==> config.mk <==
export PLATFORM = sky130hd
export DESIGN_NAME = pl2d_posdiv
export DESIGN_NICKNAME = d
export VERILOG_FILES = /design/src/design/pooling_2d_max_avg_defines.svh /design/src/design/pl2d_pkg.sv /design/src/design/pl2d_posdiv.sv
export SDC_FILE = /design/constraint.sdc
export NUM_CORES = 1
export LEC_CHECK = 0
export ABC_AREA = 1
export BUFFER_PORTS_ARGS = -buffer_cell sky130_fd_sc_hd__buf_4
export CELL_PAD_IN_SITES_DETAIL_PLACEMENT = 0
export CELL_PAD_IN_SITES_GLOBAL_PLACEMENT = 1
export CORE_MARGIN = 1
export CORE_UTILIZATION = 41
export DETAILED_ROUTE_END_ITERATION = 10
export GPL_ROUTABILITY_DRIVEN = 0
export PLACE_DENSITY_LB_ADDON = 0.2
export SETUP_SLACK_MARGIN = 0.5
export SLEW_MARGIN = 10
export SYNTH_ARGS = -nofsm -noshare
export SYNTH_HDL_FRONTEND = slang
export SYNTH_SLANG_ARGS = --single-unit
==> constraint.sdc <==
create_clock -name clock -period 1.8 [get_ports clock]
set_input_delay 0.54 -clock clock [delete_from_list [all_inputs] [get_ports clock]]
set_output_delay 0.54 -clock clock [all_outputs]
set_load 0.005 [all_outputs]
==> src/design/pooling_2d_max_avg_defines.svh <==
// Assertion macros shared by the pooling block
`ifndef POOLING_2D_MAX_AVG_DEFINES_SVH
`define POOLING_2D_MAX_AVG_DEFINES_SVH

// same-cycle implication, checked outside reset
`define PL2D_ASSERT_NOW(label, clk, rst, ante, cons, msg) \
   label: assert property (@(posedge clk) disable iff (rst) (ante) |-> (cons)) else $error(msg);

// next-cycle implication, checked outside reset
`define PL2D_ASSERT_NEXT(label, clk, rst, ante, cons, msg) \
   label: assert property (@(posedge clk) disable iff (rst) (ante) |=> (cons)) else $error(msg);

`endif

==> src/design/pl2d_pkg.sv <==
// Types, constants and helper functions of the pooling block
package pl2d_pkg;

   localparam int PIX_W      = 16;
   localparam int SIDE_W     = 7;
   localparam int WIN_W      = 4;
   localparam int POS_W      = 6;
   localparam int MAX_SIDE   = 64;
   localparam int MAX_WINDOW = 8;
   localparam int ROWSEL_W   = $clog2(MAX_WINDOW);
   localparam int STORE_DEPTH = MAX_WINDOW * MAX_SIDE;
   localparam int ADDR_W     = $clog2(STORE_DEPTH);
   localparam int ACC_W      = PIX_W + 2 * ROWSEL_W;
   localparam int SQ_W       = 2 * ROWSEL_W + 1;
   localparam int CSR_IDX_W  = 2;
   localparam int CSR_DATA_W = 7;
   localparam int DIV_CNT_W  = 3;
   localparam int AVG_CNT_W  = $clog2(ACC_W);

   typedef enum logic [CSR_IDX_W-1:0] {
      CSR_IMAGE_SIDE  = 2'd0,
      CSR_WINDOW_SIZE = 2'd1,
      CSR_STRIDE_STEP = 2'd2,
      CSR_POOL_MODE   = 2'd3
   } csr_index_type;

   typedef enum logic {
      MODE_MAX = 1'b0,
      MODE_AVG = 1'b1
   } pool_mode_type;

   // one lane of the restoring index divider
   typedef struct packed {
      logic [WIN_W-1:0] rem;
      logic [POS_W-1:0] quo;
   } div6_type;

   typedef struct packed {
      logic [POS_W-1:0] r0;
      logic [POS_W-1:0] c0;
      logic [POS_W-1:0] lim;
   } div_args_type;

   typedef struct packed {
      logic [POS_W-1:0] qr;
      logic [POS_W-1:0] qc;
      logic [POS_W-1:0] ql;
      logic             on_grid;
   } div_res_type;

   typedef struct packed {
      logic [POS_W-1:0] r0;
      logic [POS_W-1:0] c0;
      logic [WIN_W-1:0] win;
      logic [SQ_W-1:0]  wsq;
      pool_mode_type    mode;
   } red_cmd_type;

   function automatic div6_type div6_step(input div6_type st, input logic [WIN_W-1:0] dvs);
      logic [WIN_W:0] sh;
      div6_type       nx;
      sh = {st.rem, st.quo[POS_W-1]};
      if (sh >= {1'b0, dvs}) begin
         nx.rem = WIN_W'(sh - {1'b0, dvs});
         nx.quo = {st.quo[POS_W-2:0], 1'b1};
      end else begin
         nx.rem = sh[WIN_W-1:0];
         nx.quo = {st.quo[POS_W-2:0], 1'b0};
      end
      return nx;
   endfunction

endpackage

==> src/design/pl2d_posdiv.sv <==
// Three-lane restoring divider for window origin and last-origin indexes
module pl2d_posdiv (
   input  logic                          clock,
   input  logic                          reset,
   input  logic                          start,
   input  logic [pl2d_pkg::WIN_W-1:0]    divisor,
   input  pl2d_pkg::div_args_type        args,
   output logic                          done,
   output pl2d_pkg::div_res_type         res
);

   pl2d_pkg::div6_type lr_ff, lc_ff, ll_ff, lr_in, lc_in, ll_in;
   logic [pl2d_pkg::WIN_W-1:0]     dvs_ff, dvs_in;
   logic [pl2d_pkg::DIV_CNT_W-1:0] cnt_ff, cnt_in;
   logic                           busy_ff, busy_in;
   logic                           done_ff, done_in;

   always_comb begin
      lr_in   = lr_ff;
      lc_in   = lc_ff;
      ll_in   = ll_ff;
      dvs_in  = dvs_ff;
      cnt_in  = cnt_ff;
      busy_in = busy_ff;
      done_in = 1'b0;
      if (start) begin
         lr_in   = '{rem: '0, quo: args.r0};
         lc_in   = '{rem: '0, quo: args.c0};
         ll_in   = '{rem: '0, quo: args.lim};
         dvs_in  = divisor;
         cnt_in  = '0;
         busy_in = 1'b1;
      end else if (busy_ff) begin
         lr_in  = pl2d_pkg::div6_step(lr_ff, dvs_ff);
         lc_in  = pl2d_pkg::div6_step(lc_ff, dvs_ff);
         ll_in  = pl2d_pkg::div6_step(ll_ff, dvs_ff);
         cnt_in = cnt_ff + 1'b1;
         if (cnt_ff == pl2d_pkg::DIV_CNT_W'(pl2d_pkg::POS_W - 1)) begin
            busy_in = 1'b0;
            done_in = 1'b1;
         end
      end
   end

   always_ff @(posedge clock) begin
      if (reset) begin
         busy_ff <= 1'b0;
         done_ff <= 1'b0;
      end else begin
         busy_ff <= busy_in;
         done_ff <= done_in;
      end
      lr_ff  <= lr_in;
      lc_ff  <= lc_in;
      ll_ff  <= ll_in;
      dvs_ff <= dvs_in;
      cnt_ff <= cnt_in;
   end

   assign done        = done_ff;
   assign res.qr      = lr_ff.quo;
   assign res.qc      = lc_ff.quo;
   assign res.ql      = ll_ff.quo;
   assign res.on_grid = (lr_ff.rem == '0) && (lc_ff.rem == '0);

endmodule

=== Word-level counts from Yosys, hierarchy flattened ===
Index checks and enable logic that the tools add are counted.

* Register bits: 39
* Bits of input ports: 25
* Output and inout bits: 20
* Logic and storage cells: 37

* $add $sub $neg: 4
* $lt $le $gt $ge: 3
* Eq/ne operators: 1
* Mux-type cells: 13
* Bitwise operators: 1
* Reduce and logical (&&, ||, !) cells: 5

{| class="wikitable"
|+ Operators by type and width
! kind !! number
|-
| $mux 6 || 6
|-
| $mux 10 || 3
|-
| $ge 5x4->1 || 3
|-
| $sub 4x4->4 || 3
|-
| $logic_not 4->1 || 2
|-
| $mux 1 || 4
|-
| $add 3x1->3 const B || 1
|-
| $eq 3x3->1 const B || 1
|-
| $reduce_or 3->1 || 1
|-
| $reduce_bool 2->1 || 1
|-
| $logic_and 1x1->1 || 1
|-
| $not 1->1 || 1
|}

=== Depth between registers and ports, before layout ===
Gate-level depths: netlist (run 1).

* Depth after elaboration: 4
* Gate-level depth with buffers: 10
* Gate-level depth less buffers: 10

=== Least setup slack after synthesis (run 1) ===
OpenSTA, ideal clock, no wires.

* Path type: input-to-reg
* Start point: input start
* End point: register lc_ff (netlist bit res[10]), enable pin
* Library setup time: 0.374 ns
* Data arrival time: 1.124 ns
* Required time: 1.426 ns
* Slack: 0.303 ns
* Stages: 3
* Buffers on the path: 1
* Path through: buf_4 > nor2_2 > inv_1

* Word-level cells in the longest chain between the ends: 1

{| class="wikitable"
|+ RTL lines
! element !! RTL line !! RTL
|-
| from (decl) || pl2d_posdiv.sv:5 || <nowiki>input logic start,</nowiki>
|-
| $reduce_bool 2->1 (no source line) || n/a ||
|-
| to (signal assigned) || pl2d_posdiv.sv:54 || <nowiki>lc_ff <= lc_in;</nowiki>
|-
| to (decl) || pl2d_posdiv.sv:12 || <nowiki>pl2d_pkg::div6_type lr_ff, lc_ff, ll_ff, lr_in, lc_in, ll_in;</nowiki>
|}

No other way between the ends.
A chain may end at the register's enable or synchronous reset.

==> impl_results.md, run 1 <==
- Status: complete, no violations
- Post-route clock skew: approximately 0.0067 ns
- Sequential area share after synthesis: 0.436
- Req. time, crit path: 1.26 ns
- Met3 usage: 0.0429
- Top_reg_cell synth: edfxtp_1
- Die Ht: 76.8 um
- Antenna violations before repair: 0
- Arrival @ worst endpoint: 1.09 ns
- H-tree depth: 2
- Worst path slowest cell: dfxtp_4
- WL/cell: 13.4 um
- Syn-to-layout area delta: 41.4%
- Finished Core Util: 0.620
- Cell variety after synth: 29
- Sequential Power Share: 0.372
- Internal power: 0.00209 W
- Die ar.: 5900 sq um
- I/O Buffers: 44
- Standard-cell rows: 26
- Minimum clock period: around 1.6 ns
- Final wirelength: roughly 5.4 mm
- I/O Pins: 45
- GR Util met2: 0.313
- Avg Vias per Cell: about 4.8
- Maximum buffer depth of the clock tree: 2
- Crit path buf inv count: 2
- Crit Path Max Fanout: 3
- Worst IR Drop VDD: 0.496 mV
- Nets: between 300 and 400
- Post-DP Area: between 2000 and 3000 sq um
- CTS clock-pin slew for the worst setup and hold paths: about 0.080 ns
- Maxcap violations: 0
- Setup TNS Final: 0 ns
- Worst-Margin Slew: about 0.30 ns
- Startpoint types: flop
- DIE WIDTH: 76.8 um
- Yosys reg bits: 39
- CTS tree: done
- Kind of critical path: flop to primary output
- Met1 Use GR: 0.238
- Final worst path period share: 0.906
- Final ANT Viol Nets: 0
- First-pass GRT wire length: 8.54 mm
- Mean area per synthesized cell: 8.60 sq um
- Mapped Nets: a little over 300
- # setup viols final: 0
- Fillers: 457
- Clock network fraction of design power: 0.237
- Core area: between 5000 and 6000 sq um
- Critical path's top delay family: flip-flops
- Psw: roughly 0.001 W
- Leak: between 1.5 and 2 nW
- Gr usage total: 0.187
- Global route hottest layer: met2
- Clock latency on the worst-skew pair: 0.29 ns
- Worst-path cell chain: inv_2, nand3_2, nor3_2, buf_4
- Vias in the first global route: between 1500 and 2000
- Root buf cell: clkbuf_8
- Inserted Clock Buffers: 5
- RSZ-0062 raised after global routing: true
- Hold WS: 0.397 ns
- Layout cell share with drive strength beyond 1: 0.473
- Crit end category: primary output
- 1st-pass router iterations: 4
- Final Instance Area: 3250 sq um
- Clk sink count: 39
- Largest net degree at the start of global routing: 19
- Final Hold Fails: 0
- Remaining DRCs: 0
- Fmax: 613 MHz
- EDFF count, synth: 22
- Hold/Removal Path Class: primary input to flop
- Total gr overflow: 0
- PD cells: 953 nW/um^2
- Slew Limit Fails: 0
- Post-detail-place hpwl: about 3.6 mm
- Sw Share: 0.325
- Post-synth ARST share: 0
- Vias: around 1900
- ANT cells: 0
- Initial Utilization: 0.438
- Delay of the slowest critical-path stage: 0.35 ns
- YS warnings: 0
- Mapped Cells: approximately 270
- Post-Syn Area: 2300 sq um
- Iter 0 DRT Violations: 97
- Slew Limit Headroom: 0.801
- Combinational power share: 0.391
==> registers in the layout (all words and copies together) (netlist names) <==
signal,count
busy_ff,1
cnt_ff,3
done,1
dvs_ff,4
lc_ff,4
ll_ff,4
lr_ff,4
res,18
==> metal layers <==
metal / part of all wire / up-vias
met5: 0 / -
met2: 0.50 / 48
met1: 0.44 / 880
met3: 0.038 / 12
met4: 0.025 / 0
li1: - / 976
==> cell usage after synthesis, types with 3 or more instances <==
cell type,instances,share of area
edfxtp_1,22,0.29
a21oi_1,6,0.013
dfxtp_1,17,0.15
xor2_1,3,0.011
fa_1,3,0.026
buf_4,20,0.065
nor2_1,7,0.011
inv_1,23,0.038
nand3_1,25,0.054
ha_1,14,0.076
nand2_2,5,0.014
buf_2,3,0.0065
nand2_1,93,0.15
nand4_1,4,0.011
a31oi_1,3,0.0082
==> per-stage QoR <==
step	worst slack (ns)	power, W	instances
6_report	0.169	0.00309	402
5_1_grt	0.0845	0.00328	402
4_1_cts	0.161	0.00290	386
3_5_place_dp	0.227	0.00198	362
3_3_place_gp	0.230	0.00199	362
2_1_floorplan	0.383	0.00178	267
==> final cells by class <==
cell class | count | area, sq um | area share
sequential | 39 | 1010 | 0.312
multi-input combinational | 178 | 1250 | 0.386
timing repair buffer | 81 | 678 | 0.209
inverter | 26 | 105 | 0.0324
tap | 70 | 87.6 | 0.0270
clock buffer | 5 | 68.8 | 0.0212
clock inverter | 3 | 42.5 | 0.0131
==> placed cells by master, fill, tap and decap left out, types with 2 or more instances in the layout <==
master,instances
dfxtp_1,10
ha_4,7
nand4_1,4
clkbuf_8,5
nand3_1,16
nor2_4,3
a21oi_4,2
nand2_4,7
nand2_2,11
inv_2,9
a31oi_1,3
dfxtp_2,6
or2_4,2
inv_1,14
buf_6,12
buf_4,67
nand2_1,82
edfxtp_1,22
ha_1,6
buf_12,2
nand3_2,9
fa_2,3
nor2_1,7
xor2_1,3
nor2_8,2
a21oi_1,3
==> kinds of logic after synthesis <==
| kind of cell | count (synthesis) | share of synthesized area |
|---|---|---|
| buffers and inverters | 50 | 0.122 |
| xor gates and xnor gates | 4 | 0.0153 |
| adders and majority gates | 17 | 0.102 |
| DFF | 39 | 0.436 |
| and+or+nand+nor | 145 | 0.294 |
| AOI/OAI and AO/OA | 12 | 0.0300 |
==> worst paths after layout <==
| check | cells past startpoint | slack (ns) | to | from |
|---|---|---|---|---|
| hold / removal | 2 | 0.40 | busy_ff | reset |
| setup / recovery | 4 | 0.17 | res[0] | lr_ff[7] |
| setup reg to reg | 5 | 0.26 | lc_ff[7] | dvs_ff[0] |
| hold reg to reg | 2 | 0.46 | ll_ff[9] | ll_ff[9] |
==> worst register-to-register path: cells and delay by family, from the launching register on <==
| kind | cells | cell delay [ns] |
|---|---|---|
| DFF | 1 | 0.53 |
| and+or+nand+nor | 3 | 0.15 |
| adders and majority gates | 2 | 0.76 |
==> power groups by stage <==
stage / clock network, W / registers [W] / logic (W)
after global placement: 0 / 0.00116 / 0.000827
after floorplan: 0 / 0.00113 / 0.000646
after CTS: 0.000754 / 0.00115 / 0.000994
after global routing: 0.000797 / 0.00116 / 0.00132
final: 0.000733 / 0.00115 / 0.00121
after detailed placement: 0 / 0.00116 / 0.000826
==> timing repair <==
action                                 CTS  global route
gates resized for setup                 38            33
setup buffers                           16            16
pin swaps                               14            23
setup endpoints to repair               34            35
endpoints found under the hold margin    0             0
hold buffers                             0             0
Power figures use the tool's default switching activity.
==> run 2: changes to the inputs <==
Settings changed: CORE_MARGIN 1 to 10.
==> run 2 against run 1 <==
Total power is 2.2% lower. Utilization is 4.5 points lower. First-iteration DRC count is 32% lower. Final area is 3.0% lower. Cell count is 3.2% lower. Global-route usage is 6.0 points lower. Fmax is 1.4% higher. Combinational power is 6% lower. Non-clock buffer count is 15 lower. Clock skew is 0.0070 ns higher. Critical endpoint unchanged. Largest power group is now sequential cells. Highest routed layer unchanged.
==> impl_results.md, run 2 (synthesis gave the netlist of run 1 again) <==
- Status: complete, no violations (unchanged)
- 1st-pass router iterations: 4 (unchanged)
- Combinational power share: 0.376 (was 0.391)
- Clk sink count: 39 (unchanged)
- Finished Core Util: 0.575 (was 0.620)
- Worst IR Drop VDD: 0.588 mV (was 0.496 mV)
- Clock network fraction of design power: 0.242 (was 0.237)
- Crit path buf inv count: 2 (unchanged)
- Final worst path period share: 0.894 (was 0.906)
- Vias: 1816 (was 1916)
- CTS clock-pin slew for the worst setup and hold paths: 0.08 ns (about the same)
- Hold WS: 0.406 ns (was 0.397 ns)
- Startpoint types: flop (unchanged)
- Smallest setup slack after layout: 0.191 ns (was 0.169 ns)
- Clock latency on the worst-skew pair: 0.30 ns (was 0.29 ns)
- Die ar.: 8990 sq um (was 5900 sq um)
- Fmax: 621 MHz (was 613 MHz)
- Commonest non-fill, non-tap cell in the layout: nand2_1 (unchanged)
- Largest net degree at the start of global routing: 19 (unchanged)
- Arrival @ worst endpoint: 1.07 ns (was 1.09 ns)
- Crit end category: primary output (unchanged)
- Total gr overflow: 0 (unchanged)
- PD cells: 961 nW/um^2 (was 953 nW/um^2)
- Post-route clock skew: 0.0137 ns (was 0.00669 ns)
- Avg Vias per Cell: 4.67 (was 4.77)
- Syn-to-layout area delta: 37.1% (was 41.4%)
- Delay of the slowest critical-path stage: 0.36 ns (was 0.35 ns)
- First-pass GRT wire length: 9.03 mm (was 8.54 mm)
- Antenna violations before repair: 0 (unchanged)
- Gr usage total: 0.126 (was 0.187)
- Kind of critical path: flop to primary output (unchanged)
- Worst-path cell chain: inv_4, nand3_2, nor3_2, buf_4 (was inv_2, nand3_2, nor3_2, buf_4)
- Standard-cell rows: 27 (was 26)
- Final ANT Viol Nets: 0 (unchanged)
- Remaining DRCs: 0 (unchanged)
- Crit Path Max Fanout: 3 (unchanged)
- Worst-Margin Slew: 0.269 ns (was 0.298 ns)
- DIE WIDTH: 94.8 um (was 76.8 um)
- I/O Pins: 45 (unchanged)
- WL/cell: 13.8 um (was 13.4 um)
- Leak: 1.48 nW (was 1.55 nW)
- Max FFs per register: 18 (unchanged)
- H-tree depth: 2 (unchanged)
- ANT cells: 0 (unchanged)
- Internal power: 0.00204 W (was 0.00209 W)
- Vias in the first global route: 1839 (was 1810)
- Iter 0 DRT Violations: 66 (was 97)
- Psw: 0.000982 W (was 0.00101 W)
- Die Ht: 94.8 um (was 76.8 um)
- Sw Share: 0.325 (about the same)
- CTS tree: done (unchanged)
- Req. time, crit path: 1.26 ns (about the same)
- Setup WS pre-CTS: 0.0970 ns (was 0.227 ns)
- Maximum buffer depth of the clock tree: 2 (unchanged)
- # setup viols final: 0 (unchanged)
- Worst path slowest cell: dfxtp_4 (unchanged)
- Maxcap violations: 0 (unchanged)
- Setup TNS Final: 0 ns (unchanged)
- Inserted Clock Buffers: 5 (unchanged)
- Minimum clock period: 1.61 ns (was 1.63 ns)
- I/O Buffers: 44 (unchanged)
- Nets: 358 (was 373)
- RSZ-0062 raised after global routing: true (unchanged)
- Sequential Power Share: 0.382 (was 0.372)
- Most frequent cells in the layout: nand2_1 (81), buf_4 (49), edfxtp_1 (22) (was nand2_1 (82), buf_4 (67), edfxtp_1 (22))
- Final Hold Fails: 0 (unchanged)
- Initial Utilization: 0.420 (was 0.438)
- CTS Hold Bufs: 0 (unchanged)
- Root buf cell: clkbuf_8 (unchanged)
- Critical path's top delay family: flip-flops (unchanged)
- Slew Limit Headroom: 0.820 (was 0.801)
- Core area: 5470 sq um (was 5240 sq um)
- Slew Limit Fails: 0 (unchanged)
- Hold/Removal Path Class: primary input to flop (unchanged)
- Layout cell share with drive strength beyond 1: 0.438 (was 0.473)
- Post-detail-place hpwl: 3.94 mm (was 3.57 mm)
- Final wirelength: 5.37 mm (was 5.39 mm)
==> run 2: cell count changes in the layout (fill, tap and decap cells not counted), moves of 2 or more <==
cell and change:
buf_4 -18, buf_6 +4, inv_2 -4, inv_1 +2, inv_4 +2, nand3_1 +2
nand3_2 -2
==> run 2: stage by stage <==
step	instances	power, W	area (sq um)
floorplan	267	0.00178	2320
global route	389	0.00322	3150
detailed placement	363	0.00199	2590
finish	389	0.00302	3150
global placement	363	0.00199	2590
CTS	378	0.00287	2920
==> run 2: final cells by class <==
| class | count | area (sq um) |
|---|---|---|
| well taps | 72 | 90.1 |
| multi-input cells | 178 | 1250 |
| flip-flops and latches | 39 | 1010 |
| fillers | 510 | 2320 |
| clock buffers | 6 | 72.6 |
| clock inverters | 2 | 37.5 |
| inverters | 26 | 110 |
| repair buffers | 66 | 568 |
==> run 2: metal layers <==
metal | up-vias | global-route usage | wire length [um]
met2 | 30 | 0.211 | 2680
li1 | 941 | - | -
met4 | 0 | 0.0411 | 72
met1 | 839 | 0.156 | 2440
met5 | - | 0 | 0
met3 | 6 | 0.0325 | 181
==> run 2: power by group through the flow <==
stage          logic, W  registers, W  clock network [W]
5_1_grt         0.00126       0.00117           0.000789
3_3_place_gp   0.000833       0.00116                  0
2_1_floorplan  0.000646       0.00113                  0
3_5_place_dp   0.000837       0.00116                  0
4_1_cts        0.000976       0.00115           0.000748
6_report        0.00114       0.00115           0.000732
==> run 2: what timing repair did <==
| action | CTS | global route |
|---|---|---|
| setup buffers | 7 | 11 |
| pin swaps | 22 | 27 |
| endpoints found under the setup margin | 52 | 34 |
| resized for setup | 36 | 40 |
| cloned | 0 | 0 |
==> run 2: final timing paths <==
check	from	endpoint	slack [ns]	cells past startpoint
worst max-delay path	lr_ff[7]	res[0]	0.19	4
worst min-delay path	reset	busy_ff	0.41	2
worst min register to register	ll_ff[9]	ll_ff[9]	0.45	2
worst max register to register	dvs_ff[0]	ll_ff[7]	0.23	6
==> run 3: changes to the inputs <==
Settings changed: CORE_UTILIZATION 41 to 44.
Clock period 1.8 ns to 2.05 ns, I/O delays scaled along.
==> run 3 against run 2 <==
Clock power shrank 30%. Count of clock-buffer cells in the layout unchanged. Sequential power shrank 13%. Final area down 9.2%. Critical endpoint unchanged.
==> impl_results.md, run 3 (synthesis gave the netlist of run 1 again) <==
- CTS tree: done (unchanged)
- Status: complete, no violations (unchanged)
- RSZ-0062 raised after global routing: true (unchanged)
- Crit end category: primary output (unchanged)
- Antenna violations before repair: 0 (unchanged)
- Most frequent cells in the layout: nand2_1 (88), buf_4 (53), nand3_1 (24) (was nand2_1 (81), buf_4 (49), edfxtp_1 (22))
- Clk sink count: 39 (unchanged)
- Initial Utilization: 0.452 (was 0.420)
- Syn-to-layout area delta: 24.5% (was 37.1%)
- ANT cells: 0 (unchanged)
- Vias in the first global route: 1799 (was 1839)
- DIE WIDTH: 92.2 um (was 94.8 um)
- Die Ht: 92.2 um (was 94.8 um)
- I/O Pins: 45 (unchanged)
- 1st-pass router iterations: 4 (unchanged)
- Standard-cell rows: 26 (was 27)
- I/O Buffers: 44 (unchanged)
- Gr usage total: 0.121 (was 0.126)
- Die ar.: 8510 sq um (was 8990 sq um)
- Minimum clock period: roughly 1.7 ns
- Inserted Clock Buffers: 5 (unchanged)
- Hold/Removal Path Class: flop to flop (was primary input to flop)
- CP Launch Point: lr_ff[8] (was lr_ff[7])
- Worst-Margin Slew: 0.271 ns (was 0.269 ns)
- Kind of critical path: flop to primary output (unchanged)
- Worst r2r src: dvs_ff[0] (unchanged)
- Post-route clock skew: 0.00934 ns (was 0.0137 ns)
- Finished Core Util: 0.563 (was 0.575)
- WL/cell: 13.3 um (was 13.8 um)
- Tot Pwr: 0.00236 W (was 0.00302 W)
- Final wirelength: 4.98 mm (was 5.37 mm)
- Crit Path Max Fanout: 2 (was 3)
- Total gr overflow: 0 (unchanged)
- Final worst path period share: 0.815
- Req. time, crit path: 1.43 ns (was 1.26 ns)
- CTS clock-pin slew for the worst setup and hold paths: 0.08 ns (about the same)
- Startpoint types: flop (unchanged)
- Core area: 5070 sq um (was 5470 sq um)
- Layout cell share with drive strength beyond 1: 0.364 (was 0.438)
- Largest net degree at the start of global routing: 25 (was 19)
- Leak: 1.36 nW (was 1.48 nW)
- Commonest non-fill, non-tap cell in the layout: nand2_1 (unchanged)
- Maximum buffer depth of the clock tree: 2 (unchanged)
- Fmax: about 600 MHz
- Post-detail-place hpwl: 3.75 mm (was 3.94 mm)
- Remaining DRCs: 0 (unchanged)
- Arrival @ worst endpoint: 1.05 ns (was 1.07 ns)
- Root buf cell: clkbuf_8 (unchanged)
- Final Hold Fails: 0 (unchanged)
- Vias: 1740 (was 1816)
- Max FFs per register: 18 (unchanged)
- Maxcap violations: 0 (unchanged)
- Smallest setup slack after layout: 0.380 ns (was 0.191 ns)
- Worst IR Drop VDD: 0.389 mV (was 0.588 mV)
- CP endpoint: res[0] (unchanged)
- H-tree depth: 2 (unchanged)
- Setup WS pre-CTS: 0.395 ns (was 0.0970 ns)
- Iter 0 DRT Violations: 94 (was 66)
- Final ANT Viol Nets: 0 (unchanged)
- Nets: 346 (was 358)
- R2r worst-path depth: 6 (unchanged)
- Clock latency on the worst-skew pair: 0.29 ns (was 0.30 ns)
- R2r endpoint: lr_ff[7] (was ll_ff[7])
- Setup TNS Final: 0 ns (unchanged)
- PD cells: 824 nW/um^2 (was 961 nW/um^2)
- Slew Limit Fails: 0 (unchanged)
- Avg Vias per Cell: 4.64 (was 4.67)
- # setup viols final: 0 (unchanged)
- FF-to-FF setup slack: 0.47 ns (was 0.23 ns)
- First-pass GRT wire length: 8.44 mm (was 9.03 mm)
- HP Start: ll_ff[9] (was reset)
- Slew Limit Headroom: 0.820 (about the same)
==> run 3: changes by cell type in the layout (fill, tap and decap cells not counted), moves of 2 or more <==
cell,before,now
nand2_4,8,5
nand3_1,18,24
nand2_1,81,88
nand2_2,11,7
dfxtp_4,2,0
nand3_2,7,1
buf_4,49,53
buf_6,16,1
dfxtp_1,10,12
==> run 3: what timing repair did <==
item                                    4_1_cts  5_1_grt
pin swaps                                     1        9
endpoints found under the setup margin        4       16
resized for setup                            14       27
hold buffers                                  0        0
buffers inserted                              4        2
==> run 3: worst min path at each step <==
stage                     endpoint  slack [ns]  depth (start not counted)
after detailed placement  ll_ff[9]        0.45                          2
after global placement    ll_ff[9]        0.45                          2
after floorplan           ll_ff[9]        0.43                          2
after CTS                 ll_ff[9]        0.46                          2
after global routing          done        0.48                          2
final                     ll_ff[9]        0.47                          2
==> run 3: per-layer routing <==
metal / part of all wire / track usage / vias up
met5: 0 / 0 / -
met4: 0.028 / 0.0566 / 0
met3: 0.038 / 0.0302 / 12
met2: 0.46 / 0.202 / 31
met1: 0.47 / 0.143 / 780
li1: - / - / 917
==> run 3: worst max-delay path, stage by stage (launching register included) <==
cell     delay [ns]
dfxtp_2        0.33
inv_2          0.07
nand3_2        0.09
nor3_2         0.15
buf_4          0.13
==> run 3: area by class of cell <==
type / instances / area, sq um
clock inverters: 2 / 13.8
clock buffers: 6 / 72.6
fillers: 505 / 2220
multi-input cells: 178 / 1160
well taps: 70 / 87.6
inverters: 26 / 106
flip-flops and latches: 39 / 1010
repair buffers: 54 / 409
==> run 3: stage by stage <==
step | cells | instance area (sq um) | hold slack [ns]
2_1_floorplan | 267 | 2300 | 0.428
3_3_place_gp | 361 | 2570 | 0.449
3_5_place_dp | 361 | 2570 | 0.449
4_1_cts | 373 | 2720 | 0.463
5_1_grt | 375 | 2860 | 0.479
6_report | 375 | 2860 | 0.466
==> run 3: power by group <==
part | internal (W) | leakage (nW) | switching (W) | total [W]
logic | 0.000400 | 0.951 | 0.000444 | 0.000844
clock network | 0.000240 | 0.0452 | 0.000270 | 0.000510
registers | 0.000935 | 0.365 | 0.0000672 | 0.00100
total | 0.00157 | 1.36 | 0.000781 | 0.00236
