$ cat config.mk
export PLATFORM = sky130hd
export DESIGN_NAME = pl2d_reduce
export DESIGN_NICKNAME = d
export VERILOG_FILES = /design/src/design/pooling_2d_max_avg_defines.svh /design/src/design/pl2d_pkg.sv /design/src/design/pl2d_reduce.sv
export SDC_FILE = /design/constraint.sdc
export NUM_CORES = 1
export LEC_CHECK = 0
export BUFFER_PORTS_ARGS = -buffer_cell sky130_fd_sc_hd__buf_2
export CAP_MARGIN = 0
export CORE_MARGIN = 3
export CORE_UTILIZATION = 35
export DETAILED_ROUTE_END_ITERATION = 7
export GPL_TIMING_DRIVEN = 0
export PLACE_DENSITY = 0.49
export SYNTH_ARGS = -nofsm -noshare
export SYNTH_HDL_FRONTEND = slang
export SYNTH_SLANG_ARGS = --single-unit
export TNS_END_PERCENT = 20
$ cat constraint.sdc
create_clock -name clock -period 8.7 [get_ports clock]
set_clock_uncertainty 0.2 [all_clocks]
set_input_delay 0.87 -clock clock [delete_from_list [all_inputs] [get_ports clock]]
set_output_delay 0.87 -clock clock [all_outputs]
set_load 0.01 [all_outputs]
$ cat src/design/pooling_2d_max_avg_defines.svh
// Assertion macros shared by the pooling block
`ifndef POOLING_2D_MAX_AVG_DEFINES_SVH
`define POOLING_2D_MAX_AVG_DEFINES_SVH

// same-cycle implication, checked outside reset
`define PL2D_ASSERT_NOW(label, clk, rst, ante, cons, msg) \
   label: assert property (@(posedge clk) disable iff (rst) (ante) |-> (cons)) else $error(msg);

// next-cycle implication, checked outside reset
`define PL2D_ASSERT_NEXT(label, clk, rst, ante, cons, msg) \
   label: assert property (@(posedge clk) disable iff (rst) (ante) |=> (cons)) else $error(msg);

`endif

$ cat src/design/pl2d_pkg.sv
// Types, constants and helper functions of the pooling block
package pl2d_pkg;

   localparam int PIX_W      = 16;
   localparam int SIDE_W     = 7;
   localparam int WIN_W      = 4;
   localparam int POS_W      = 6;
   localparam int MAX_SIDE   = 64;
   localparam int MAX_WINDOW = 8;
   localparam int ROWSEL_W   = $clog2(MAX_WINDOW);
   localparam int STORE_DEPTH = MAX_WINDOW * MAX_SIDE;
   localparam int ADDR_W     = $clog2(STORE_DEPTH);
   localparam int ACC_W      = PIX_W + 2 * ROWSEL_W;
   localparam int SQ_W       = 2 * ROWSEL_W + 1;
   localparam int CSR_IDX_W  = 2;
   localparam int CSR_DATA_W = 7;
   localparam int DIV_CNT_W  = 3;
   localparam int AVG_CNT_W  = $clog2(ACC_W);

   typedef enum logic [CSR_IDX_W-1:0] {
      CSR_IMAGE_SIDE  = 2'd0,
      CSR_WINDOW_SIZE = 2'd1,
      CSR_STRIDE_STEP = 2'd2,
      CSR_POOL_MODE   = 2'd3
   } csr_index_type;

   typedef enum logic {
      MODE_MAX = 1'b0,
      MODE_AVG = 1'b1
   } pool_mode_type;

   // one lane of the restoring index divider
   typedef struct packed {
      logic [WIN_W-1:0] rem;
      logic [POS_W-1:0] quo;
   } div6_type;

   typedef struct packed {
      logic [POS_W-1:0] r0;
      logic [POS_W-1:0] c0;
      logic [POS_W-1:0] lim;
   } div_args_type;

   typedef struct packed {
      logic [POS_W-1:0] qr;
      logic [POS_W-1:0] qc;
      logic [POS_W-1:0] ql;
      logic             on_grid;
   } div_res_type;

   typedef struct packed {
      logic [POS_W-1:0] r0;
      logic [POS_W-1:0] c0;
      logic [WIN_W-1:0] win;
      logic [SQ_W-1:0]  wsq;
      pool_mode_type    mode;
   } red_cmd_type;

   function automatic div6_type div6_step(input div6_type st, input logic [WIN_W-1:0] dvs);
      logic [WIN_W:0] sh;
      div6_type       nx;
      sh = {st.rem, st.quo[POS_W-1]};
      if (sh >= {1'b0, dvs}) begin
         nx.rem = WIN_W'(sh - {1'b0, dvs});
         nx.quo = {st.quo[POS_W-2:0], 1'b1};
      end else begin
         nx.rem = sh[WIN_W-1:0];
         nx.quo = {st.quo[POS_W-2:0], 1'b0};
      end
      return nx;
   endfunction

endpackage

$ cat src/design/pl2d_reduce.sv
// Window read sequencer with max/sum reduction and serial averaging divider
module pl2d_reduce (
   input  logic                              clock,
   input  logic                              reset,
   input  logic                              start,
   input  pl2d_pkg::red_cmd_type             cmd,
   output logic                              rd_en,
   output logic [pl2d_pkg::ADDR_W-1:0]       rd_addr,
   input  logic [pl2d_pkg::PIX_W-1:0]        rd_data,
   output logic                              done,
   output logic signed [pl2d_pkg::PIX_W-1:0] value
);

   typedef enum logic [2:0] {
      R_IDLE = 3'b001,
      R_READ = 3'b010,
      R_DIV  = 3'b100
   } red_state_type;

   localparam int ACC_W = pl2d_pkg::ACC_W;
   localparam int PIX_W = pl2d_pkg::PIX_W;
   localparam int SQ_W  = pl2d_pkg::SQ_W;

   red_state_type                       state_ff, state_in;
   pl2d_pkg::red_cmd_type               cmd_ff, cmd_in;
   logic [pl2d_pkg::ROWSEL_W-1:0]       i_ff, i_in, j_ff, j_in;
   logic                                iss_done_ff, iss_done_in;
   logic                                rd_vld_ff, rd_vld_in;
   logic                                rd_first_ff, rd_first_in;
   logic signed [ACC_W-1:0]             acc_ff, acc_in;
   logic [ACC_W-1:0]                    dq_ff, dq_in;
   logic [SQ_W-1:0]                     rem_ff, rem_in;
   logic [pl2d_pkg::AVG_CNT_W-1:0]      cnt_ff, cnt_in;
   logic                                neg_ff, neg_in;
   logic                                done_ff, done_in;
   logic signed [PIX_W-1:0]             value_ff, value_in;
   logic [pl2d_pkg::ROWSEL_W-1:0]       wm1;
   logic signed [ACC_W-1:0]             pix;
   logic [SQ_W:0]                       sh;
   logic [ACC_W-1:0]                    dq_step;

   assign wm1 = pl2d_pkg::ROWSEL_W'(cmd_ff.win - 1'b1);
   assign pix = ACC_W'($signed(rd_data));
   assign sh  = {rem_ff, dq_ff[ACC_W-1]};

   assign rd_en   = (state_ff == R_READ) && !iss_done_ff;
   assign rd_addr = {pl2d_pkg::ROWSEL_W'(cmd_ff.r0[pl2d_pkg::ROWSEL_W-1:0] + i_ff),
                     pl2d_pkg::POS_W'(cmd_ff.c0 + {3'b0, j_ff})};

   always_comb begin
      state_in    = state_ff;
      cmd_in      = cmd_ff;
      i_in        = i_ff;
      j_in        = j_ff;
      iss_done_in = iss_done_ff;
      rd_vld_in   = rd_en;
      rd_first_in = rd_en && (i_ff == '0) && (j_ff == '0);
      acc_in      = acc_ff;
      dq_in       = dq_ff;
      rem_in      = rem_ff;
      cnt_in      = cnt_ff;
      neg_in      = neg_ff;
      done_in     = 1'b0;
      value_in    = value_ff;
      dq_step     = {dq_ff[ACC_W-2:0], 1'b0};
      unique case (state_ff)
         R_IDLE: begin
            if (start) begin
               cmd_in      = cmd;
               i_in        = '0;
               j_in        = '0;
               iss_done_in = 1'b0;
               state_in    = R_READ;
            end
         end
         R_READ: begin
            if (!iss_done_ff) begin
               if (j_ff == wm1) begin
                  j_in = '0;
                  if (i_ff == wm1) begin
                     iss_done_in = 1'b1;
                  end else begin
                     i_in = i_ff + 1'b1;
                  end
               end else begin
                  j_in = j_ff + 1'b1;
               end
            end
            if (rd_vld_ff) begin
               if (rd_first_ff) begin
                  acc_in = pix;
               end else if (cmd_ff.mode == pl2d_pkg::MODE_AVG) begin
                  acc_in = acc_ff + pix;
               end else if (pix > acc_ff) begin
                  acc_in = pix;
               end
            end
            if (iss_done_ff && !rd_vld_ff) begin
               if (cmd_ff.mode == pl2d_pkg::MODE_AVG) begin
                  neg_in   = acc_ff[ACC_W-1];
                  dq_in    = acc_ff[ACC_W-1] ? ACC_W'(-acc_ff) : ACC_W'(acc_ff);
                  rem_in   = '0;
                  cnt_in   = '0;
                  state_in = R_DIV;
               end else begin
                  value_in = acc_ff[PIX_W-1:0];
                  done_in  = 1'b1;
                  state_in = R_IDLE;
               end
            end
         end
         R_DIV: begin
            if (sh >= {1'b0, cmd_ff.wsq}) begin
               rem_in  = SQ_W'(sh - {1'b0, cmd_ff.wsq});
               dq_step = {dq_ff[ACC_W-2:0], 1'b1};
            end else begin
               rem_in = sh[SQ_W-1:0];
            end
            dq_in  = dq_step;
            cnt_in = cnt_ff + 1'b1;
            if (cnt_ff == pl2d_pkg::AVG_CNT_W'(ACC_W - 1)) begin
               value_in = neg_ff ? PIX_W'(-dq_step[PIX_W-1:0]) : dq_step[PIX_W-1:0];
               done_in  = 1'b1;
               state_in = R_IDLE;
            end
         end
         default: begin
            state_in = R_IDLE;
         end
      endcase
   end

   always_ff @(posedge clock) begin
      if (reset) begin
         state_ff  <= R_IDLE;
         rd_vld_ff <= 1'b0;
         done_ff   <= 1'b0;
      end else begin
         state_ff  <= state_in;
         rd_vld_ff <= rd_vld_in;
         done_ff   <= done_in;
      end
      cmd_ff      <= cmd_in;
      i_ff        <= i_in;
      j_ff        <= j_in;
      iss_done_ff <= iss_done_in;
      rd_first_ff <= rd_first_in;
      acc_ff      <= acc_in;
      dq_ff       <= dq_in;
      rem_ff      <= rem_in;
      cnt_ff      <= cnt_in;
      neg_ff      <= neg_in;
      value_ff    <= value_in;
   end

   assign done  = done_ff;
   assign value = value_ff;

endmodule
======== Yosys cells after proc, flatten, opt, wreduce, memory -nomap -nowiden ========
Cells that the tools add are included.
word-level totals
  register bits ........................... 106
  bits in latches ......................... 0
  RAM bits ................................ 0
  ROM bits ................................ 0
  input port bits ......................... 43
  output and inout bits ................... 27
  word-level logic and storage cells ...... 107
  memories ................................ 0
operators by class
  add/sub/neg operators ................... 10
  multiply operators ...................... 0
  divide/modulo/power cells ............... 0
  $lt $le $gt $ge ......................... 2
  eq/ne operators ......................... 14
  shift operators ......................... 0
  mux-type cells .......................... 43
  bitwise logic cells ..................... 0
  reduce and logical (&&, ||, !) cells .... 20
operator list
  operator                                                       number
  22-bit 2-to-1 mux                                              7
  16-bit 2-to-1 mux                                              4
  22-bit one-hot mux with 2 select lines                         1
  16-bit one-hot mux with 2 select lines                         1
  3-bit 2-to-1 mux                                               10
  22-bit by 16-bit adder with 22-bit output                      1
  16-bit by 22-bit greater-than comparator with 1-bit output     1
  22-bit negation                                                1
  7-bit 2-to-1 mux                                               3
  16-bit negation                                                1
  3-bit AND reduction                                            5
  7-bit one-hot mux with 2 select lines                          1
  2-bit inequality test, second input constant                   6
  3-bit one-hot mux with 2 select lines                          2
  5-bit 2-to-1 mux                                               2
  5-bit one-hot mux with 2 select lines                          1
  3-bit one-hot mux with 3 select lines                          1
  8-bit by 7-bit >= comparator with 1-bit output                 1
  1-bit 2-to-1 mux                                               8
  7-bit subtractor                                               1
  3-bit by 1-bit adder with 3-bit output, second input constant  2
  6-bit by 3-bit adder with 6-bit output                         1
  3-bit == test                                                  2
  3-bit zero test                                                2
  other kinds (16)                                               24

======== Longest topological paths before layout ========
Gate-level depths: netlist of the first run.
  word-level depth ........................ 7
  mapped depth ............................ 15
  mapped depth without buffers ............ 15

======== Worst setup path after synthesis of the first run ========
Ideal clock, no wire load.
  kind .................................... input port to flip-flop
  start ................................... in rd_data[15] in the netlist's numbering
  end ..................................... reg acc_ff[0] (enable)
  library setup time ...................... 0.408 ns
  data arrival time ....................... 3.466 ns
  required time ........................... 8.092 ns
  path slack .............................. 4.626 ns
  stages on the path ...................... 9
  buffers on the path ..................... 1
  cell sequence ........................... ha_1 > clkbuf_1 > nand4_1 > or3_1 > nor3_1 > a211oi_1 > o21ai_1 > mux2i_1 > a21oi_1
between the ends
  cells in the longest elaborated chain, start to end .. 3
ends and longest elaborated chain
  item                                                        RTL line            RTL
  start, declared                                             pl2d_reduce.sv:9    input logic [pl2d_pkg::PIX_W-1:0] rd_data,
  16-bit by 22-bit greater-than comparator with 1-bit output  pl2d_reduce.sv:94   end else if (pix > acc_ff) begin
  3-bit nonzero test (no source line)                         n/a
  3-bit AND reduction (no source line)                        n/a
  end signal, assigned                                        pl2d_reduce.sv:148  acc_ff <= acc_in;
  end, declared                                               pl2d_reduce.sv:30   logic signed [ACC_W-1:0] acc_ff, acc_in;
No other way between the ends.
A chain may end at the register's enable or synchronous reset.

======== Worst setup path in the final report of the first run ========
  start ................................... reg dq_ff[21]
  end ..................................... reg value_ff[12], in the netlist value[12] (data pin)
between the ends
  cells in the longest elaborated chain, start to end .. 7
ends and longest elaborated chain
  item                                            RTL line            RTL
  start, declared                                 pl2d_reduce.sv:31   logic [ACC_W-1:0] dq_ff, dq_in;
  start signal, assigned                          pl2d_reduce.sv:149  dq_ff <= dq_in;
  8-bit by 7-bit >= comparator with 1-bit output  pl2d_reduce.sv:113  if (sh >= {1'b0, cmd_ff.wsq}) begin
  1-bit 2-to-1 mux                                pl2d_reduce.sv:113
  22-bit 2-to-1 mux                               pl2d_reduce.sv:66   unique case (state_ff)
  16-bit negation                                 pl2d_reduce.sv:122  value_in = neg_ff ? PIX_W'(-dq_step[PIX_W-1:0]) : dq_step[PIX_W-1:0];
  16-bit 2-to-1 mux                               pl2d_reduce.sv:122
  16-bit 2-to-1 mux                               pl2d_reduce.sv:121  if (cnt_ff == pl2d_pkg::AVG_CNT_W'(ACC_W - 1)) begin
  16-bit one-hot mux with 2 select lines          pl2d_reduce.sv:66
  net value_in[12]                                pl2d_reduce.sv:36   logic signed [PIX_W-1:0] value_ff, value_in;
  end signal, assigned                            pl2d_reduce.sv:153  value_ff <= value_in;
  end, declared                                   pl2d_reduce.sv:36
The timed path passes the listed nets, and every way through them passes these cells. The select of a mux whose other input is x is not followed.

==> impl_metrics.yaml, run 1 <==
routing:
  drtPass1Iterations: 5
  via_per_inst: 5.076
  drt-total-wl_um: 18340
  drtAntennaViolNets: 0
  wire_per_inst_um: 16.46
  drt-initial-drc-count: 291
  drc: 0
  via_count: 5655
timing:
  setup-tns-final_ns: 0
  setup_viol_count_final: 0
  max_freq_mhz: 243.6
  min_period_ns: 4.104
  relSlewSlack_pct: 38.53
  period_share_pct: 47.18
  rsz0062_at_grt: "false"
  tightest_slew_ns: 0.9210
  drv_slew: 0
  finalHoldViolations: 0
synthesis:
  synth_top_family_by_area: "compound AO/OA/AOI/OAI gates"
  synth_nets: 871
  synth-simple-area-share_pct: 15.61
  syn_avg_cell_area_sq_um: 9.564
  synth_xor_area_share_pct: 7.702
  syn_area_sq_um: 7278
  async_flop_share_pct: 0
  ys_ff_latch: 106
  synth_edf_count: 100
  yosys.cell_types.count: 58
  syn_inst: 761
  synthAdderAreaFrac_pct: 11.93
  yosys.area.top_type: "edfxtp_1"
  seq_area_frac_synth_pct: 42.91
  synth_compound_area_share_pct: 15.75
  synth_flop_cell: "edfxtp_1"
  yosysWarnings: 0
  synth.mux.area_fraction_pct: 0.8424
  synth_top_cell_area_share_pct: 41.26
  synth.area.top_cells: "edfxtp_1 41%, ha_1 11%, xnor2_1 5.2%"
place:
  io_buffer_count: 65
  gp_congestion: 0.8633
  place_area_sq_um: 7999
  dp.final_hpwl_um: 14480
setup_path:
  cp_cell_sequence: "inv_1 > ha_1 > fa_1 > nor2b_1 > o21ai_1 > a31oi_1 > o21ai_1 > nand2_1 > inv_2 > ha_1 > nand2b_1 > or3_1 > o31ai_1 > xor2_1 > o21ai_1"
  worst_path_max_delay_cell: "o21ai_1"
  worstPathArrival_ns: 4.00
  critical_path.max_stage_delay_ns: 0.58
  end_kind: "flop"
  worst-path-max-fanout: 10
  path_common_cell: "o21ai_1"
  critPathKind: "reg -> reg"
  startpoint_type: "flop"
  critPathRequiredTime_ns: 8.59
  crit_family: "compound AO/OA/AOI/OAI gates"
  cp.buffers_inverters: 2
job:
  cap_violations: 0
finish:
  drive_above_1_share_pct: 11.61
  multi_input_area_sq_um: 3787
  n_antenna_cell: 0
  fin_nets: 949
  seq_area_sq_um: 3123
  areaGrowthSynthToFinish_pct: 13.94
  stdcell_area_sq_um: 8293
  num-fill-cells: 2067
grt:
  grt_use_met3_pct: 3.161
  grt_util_all_layers_pct: 16.82
  grt_pass1_vias: 5753
  grt_busiest_layer: "met2"
  grt_use_met2_pct: 27.35
  grt_max_degree: 25
  grt_pass1_wl_um: 29700
  grtUsageMet1_pct: 23.18
  antenna_found_initial: 0
  overflow: 0
power:
  leakage_nw: 3.329
  power.total_mw: 1.143
  pwr_density_cell_nw_per_um2: 137.9
  peakVddDrop_uv: 99.90
die:
  ioPinCount: 70
  dieArea_sq_um: 22560
  core_sq_um: 20360
  rows: 52
  die_x_um: 150.2
  start_util_pct: 35.74
  die_height_um: 150.2
run_status:
  status: "completed"
clock_network:
  postCtsHoldBufs: 0
  cts_buffers: 9
  clock-sinks: 106
  htreeDepth: 3
  clk_pin_slew_ns: 0.07
  clk_latency_ns: 0.36
  cts_tree: "built"
  cts_max_path_buffers: 2
  cts_resized: 0
  root_buffer: "clkbuf_16"
  post_cts_buffers: 0
min_path:
  hp-class: "reg -> reg"
-- registers in the layout (all words and copies together), names as in the netlist --
name,flops
rem_ff,7
state_ff,3
neg_ff,1
acc_ff,22
cmd_ff,20
j_ff,3
rd_first_ff,1
dq_ff,22
cnt_ff,5
value,16
i_ff,3
done,1
iss_done_ff,1
rd_vld_ff,1
-- layout make-up --
type	instances	area share [%]
multi-input cells	553	45.67
flip-flops and latches	106	37.66
repair buffers	67	4.436
well taps	270	4.074
inverters	76	3.440
clock buffers	10	2.761
plain buffers	26	1.177
clock inverters	6	0.7846
-- per-layer routing --
layer,routed length [um],vias to the layer above
met4,224,0
met2,8358,117
met5,0,-
li1,-,2854
met3,758,18
met1,9001,2666
-- kinds of logic after synthesis --
kind of cell | after synthesis
xor+xnor | 64
compound gates | 188
buf+inv | 102
fa+ha+maj | 67
flops | 106
mux | 6
simple gates | 228
-- layout by cell type (no fill, tap or decap), types with 3 or more instances in the layout --
cell / n
a221oi_1: 4
o21ai_1: 41
nand2b_1: 9
inv_1: 73
nor4_1: 4
fa_1: 4
clkbuf_16: 9
edfxtp_1: 100
nand3_1: 13
buf_1: 3
ha_1: 63
a21oi_1: 29
o21a_1: 3
and2_1: 5
xnor2_1: 43
o211ai_1: 3
o31ai_1: 14
dfxtp_1: 6
a211oi_1: 6
nand2_1: 79
nand4_1: 8
mux2i_1: 5
a31oi_1: 18
o21ai_2: 3
o21ai_0: 38
xor2_1: 21
a21o_1: 9
and3_1: 7
or3_1: 11
nor2_1: 46
o41ai_1: 3
nor3_1: 17
buf_2: 65
a21boi_0: 3
nor2b_1: 12
clkbuf_1: 24
inv_2: 3
-- power breakdown --
part / total [mW] / internal [mW] / switching (mW) / leakage (nW)
combinational: 0.143 / 0.0589 / 0.0844 / 2.23
sequential: 0.579 / 0.570 / 0.00901 / 0.963
clock: 0.421 / 0.225 / 0.196 / 0.140
-- synth_stat cells, types with 4 or more instances --
| cell type | count |
|---|---|
| a211oi_1 | 6 |
| a21o_1 | 9 |
| a21oi_1 | 30 |
| a221oi_1 | 4 |
| a31oi_1 | 18 |
| and2_1 | 5 |
| and3_1 | 7 |
| clkbuf_1 | 23 |
| dfxtp_1 | 6 |
| edfxtp_1 | 100 |
| fa_1 | 4 |
| ha_1 | 63 |
| inv_1 | 73 |
| mux2i_1 | 5 |
| nand2_1 | 79 |
| nand2b_1 | 9 |
| nand3_1 | 13 |
| nand4_1 | 8 |
| nor2_1 | 46 |
| nor2b_1 | 12 |
| nor3_1 | 17 |
| nor4_1 | 4 |
| o21ai_0 | 38 |
| o21ai_1 | 41 |
| o31ai_1 | 14 |
| or3_1 | 11 |
| xnor2_1 | 43 |
| xor2_1 | 21 |
-- metrics by stage --
stage	hold WS, ns	std cells	setup WS (ns)	utilization (%)
floorplan	0.2695	761	4.626	-
global placement	0.3082	1096	3.153	39.00
detailed placement	0.3123	1098	4.191	39.28
CTS	0.3357	1114	4.566	40.72
global route	0.3477	1114	4.223	40.72
finish	0.3262	1114	4.596	40.72
-- worst reg2reg max path: stages, from the launching register on --
cell	delay, ns
edfxtp_1	0.39
inv_1	0.07
ha_1	0.17
fa_1	0.22
nor2b_1	0.06
o21ai_1	0.20
a31oi_1	0.13
o21ai_1	0.58
nand2_1	0.32
inv_2	0.26
ha_1	0.21
nand2b_1	0.12
or3_1	0.41
o31ai_1	0.25
xor2_1	0.18
o21ai_1	0.09
-- worst paths after layout --
path / cells after the start / slack (ns) / to / start
setup / recovery: 15 / 4.60 / value[12] / dq_ff[21]
hold / removal: 0 / 0.33 / neg_ff / acc_ff[21]
setup reg to reg: 15 / 4.60 / value[12] / dq_ff[21]
hold reg to reg: 0 / 0.33 / neg_ff / acc_ff[21]
Note: power is estimated with default switching activity, not from simulation.
==> inputs of run 2 (changes only) <==
--- a/config.mk
+++ b/config.mk
@@ -5,13 +5,14 @@
 export SDC_FILE = /design/constraint.sdc
 export NUM_CORES = 1
 export LEC_CHECK = 0
+export ABC_AREA = 1
 export BUFFER_PORTS_ARGS = -buffer_cell sky130_fd_sc_hd__buf_2
 export CAP_MARGIN = 0
 export CORE_MARGIN = 3
 export CORE_UTILIZATION = 35
 export DETAILED_ROUTE_END_ITERATION = 7
 export GPL_TIMING_DRIVEN = 0
-export PLACE_DENSITY = 0.49
+export PLACE_DENSITY = 0.51
 export SYNTH_ARGS = -nofsm -noshare
 export SYNTH_HDL_FRONTEND = slang
 export SYNTH_SLANG_ARGS = --single-unit
==> constraint.sdc (replaced) <==
create_clock -name clock -period 3.6 [get_ports clock]
set_clock_uncertainty 0.2 [all_clocks]
set_input_delay 0.36 -clock clock [delete_from_list [all_inputs] [get_ports clock]]
set_output_delay 0.36 -clock clock [all_outputs]
set_load 0.01 [all_outputs]
==> run 2 against run 1 <==
Against the previous run:
- final area is 6.4% higher
- count of clock-buffer cells in the layout is 3 higher
- via count is 10% higher
- register-to-register slack worse by 4.4 ns
- clock power is 150% higher
- sequential cell count stayed put
- critical path depth is 2 lower
- combinational power grew to 3.0 times the previous value
- synthesized area is 4.4% higher
- final cell count is 18% higher
==> impl_metrics.yaml, run 2 <==
synthesis:
  yosys.cell_types.count: 46
  synth_edf_count: 100
  yosys.cell_count.top_type: "nand2_1"
  synth_commonest_cells: "227 x nand2_1, 127 x inv_1, 100 x edfxtp_1, 100 x nor2_1, 64 x nand3_1"
  async_flop_share_pct: 0
  yosysWarnings: 0
  synth_nets: 1047
  synth_top_cell_area_share_pct: 39.51
  yosys.area.top_type: "edfxtp_1"
  synth_flop_cell: "edfxtp_1"
  syn_avg_cell_area_sq_um: 8.111
  syn_inst: 937
  synth.area.top_cells: "edfxtp_1 40%, nand2_1 11%, ha_1 10%"
  ys_ff_latch: 106
  seq_area_frac_synth_pct: 41.09
  syn_area_sq_um: 7600
timing:
  hold_slack_ns: 0.03899
  relSlewSlack_pct: 40.52
  setup_viol_count_final: 0
  finalHoldViolations: 0
  rsz0062_at_grt: "false"
  min_period_ns: 3.363
  period_share_pct: 93.42
  max_freq_mhz: 297.3
  tightest_slew_ns: 0.8922
  drv_slew: 0
finish:
  top_regs: "acc_ff x22, dq_ff x22, cmd_ff x20"
  n_antenna_cell: 0
  stdcell_area_sq_um: 8820
  mostFrequentLayoutCell: "nand2_1"
  most-common-layout-cells: "227 x nand2_1, 127 x inv_1, 100 x nor2_1, 100 x edfxtp_1, 74 x buf_2"
  final_util_pct: 41.69
  drive_above_1_share_pct: 13.08
  num-fill-cells: 2177
  fin_nets: 1145
  areaGrowthSynthToFinish_pct: 16.05
  finalNonFillerCells: 1315
grt:
  grt_max_degree: 35
  grt_pass1_vias: 5997
  antenna_found_initial: 0
  overflow: 0
  grt_pass1_wl_um: 31230
  grt_util_all_layers_pct: 16.54
setup_path:
  cp.buffers_inverters: 4
  r2r_slack_ns: 0.24
  startpoint_type: "flop"
  worst-path-max-fanout: 12
  critPathRequiredTime_ns: 3.46
  critPathKind: "reg -> reg"
  worstPathArrival_ns: 3.23
  cp_cell_sequence: "buf_2 > inv_1 > buf_2 > ha_1 > nand2_1 > nor2_1 > nand2_1 > nor2_1 > nand2_1 > nand4_1 > nand3_1 > a21oi_4 > buf_8"
  worst_path_max_delay_cell: "ha_1"
  critical_path.max_stage_delay_ns: 0.42
  path_common_cell: "nand2_1"
  end_kind: "flop"
  crit_family: "simple AND/OR/NAND/NOR gates"
place:
  dp.final_hpwl_um: 15340
  gp_congestion: 0.8852
  io_buffer_count: 65
  dp.cells: 1279
  place_area_sq_um: 8305
clock_network:
  htreeDepth: 3
  cts_buffers: 9
  cts_max_path_buffers: 2
  clk_latency_ns: 0.35
  cts_tree: "built"
  clock-sinks: 106
  clk_pin_slew_ns: 0.07
  post_cts_buffers: 0
  root_buffer: "clkbuf_16"
routing:
  drtAntennaViolNets: 0
  drt-initial-drc-count: 480
  via_per_inst: 4.744
  drc: 0
  drtPass1Iterations: 5
  wire_per_inst_um: 14.82
  drt-total-wl_um: 19490
  via_count: 6238
die:
  dieArea_sq_um: 23520
  die_x_um: 153.4
  rows: 53
  ioPinCount: 70
  start_util_pct: 35.93
  core_sq_um: 21150
  die_height_um: 153.4
run_status:
  status: "completed"
job:
  cap_violations: 0
power:
  pwr_density_cell_nw_per_um2: 330.0
  leakage_nw: 3.998
  power.total_mw: 2.910
  peakVddDrop_uv: 208.6
min_path:
  hp-class: "in -> reg"
## run 2: changes by cell type in the layout (fill, tap and decap cells not counted), sizes merged, moves of 12 or more
cell	delta
nand2	+151
inv	+64
nor2	+58
nand3	+57
xnor2	-32
dlygate4sd3	+20
a21oi	+17
clkbuf	-17
a31oi	-15
o21ai	-13
nor2b	-12
or3	-12
## run 2: metal layers
layer,global-route usage [%],routed length (um),up-vias
met3,2.407,640,19
met2,25.89,8472,101
met4,3.743,292,0
li1,-,-,3293
met1,24.33,10080,2825
met5,0,0,-
## run 2: final cells by class
class | count | area (sq um) | area share, %
flip-flops and latches | 106 | 3123 | 35.41
inverters | 141 | 529.3 | 6.001
clock inverters | 3 | 46.29 | 0.5249
repair buffers | 87 | 551.8 | 6.256
clock buffers | 13 | 260.3 | 2.951
well taps | 275 | 344.1 | 3.901
plain buffers | 16 | 93.84 | 1.064
multi-input cells | 674 | 3871 | 43.89
## run 2: repair_timing
item                                   4_1_cts  5_1_grt
endpoints found under the hold margin       20        0
gates resized for setup                      1        0
setup endpoints to repair                   12        0
hold buffers                                20        0
## run 2: cells by family (layout without fill, tap and decap cells)
| group | Yosys count | after routing | synth area share [%] |
|---|---|---|---|
| simple gates | 433 | 433 | 24.73 |
| buf+inv | 157 | 260 | 8.199 |
| compound gates | 141 | 141 | 10.69 |
| flops | 106 | 106 | 41.09 |
| fa+ha+maj | 67 | 67 | 11.43 |
| xor+xnor | 29 | 29 | 3.342 |
| mux | 4 | 4 | 0.5269 |
## run 2: power breakdown
part	total, mW	switching (mW)	internal, mW
Sequential	1.42	0.0277	1.39
Clock	1.05	0.471	0.582
Combinational	0.435	0.263	0.172
## run 2: worst reg2reg max path, stage by stage, from the launching register on
cell	delay (ns)
edfxtp_1	0.34
buf_2	0.21
inv_1	0.16
buf_2	0.24
ha_1	0.42
nand2_1	0.10
nor2_1	0.18
nand2_1	0.11
nor2_1	0.14
nand2_1	0.09
nand4_1	0.09
nand3_1	0.16
a21oi_4	0.42
buf_8	0.22
## run 2: stage by stage
stage	worst slack (ns)	setup TNS, ns
3_5_place_dp	0.001640	0
2_1_floorplan	0.1618	0
6_report	0.2369	0
5_1_grt	0.03513	0
3_3_place_gp	-1.039	-22.82
4_1_cts	0.1878	0
## run 2: path summary, 6_finish.rpt
kind,from,end,depth (start not counted)
worst min register to register,acc_ff[21],neg_ff,0
worst max register to register,acc_ff[21],acc_ff[14],13
worst min-delay path,reset,state_ff[2],2
worst max-delay path,acc_ff[21],acc_ff[14],13
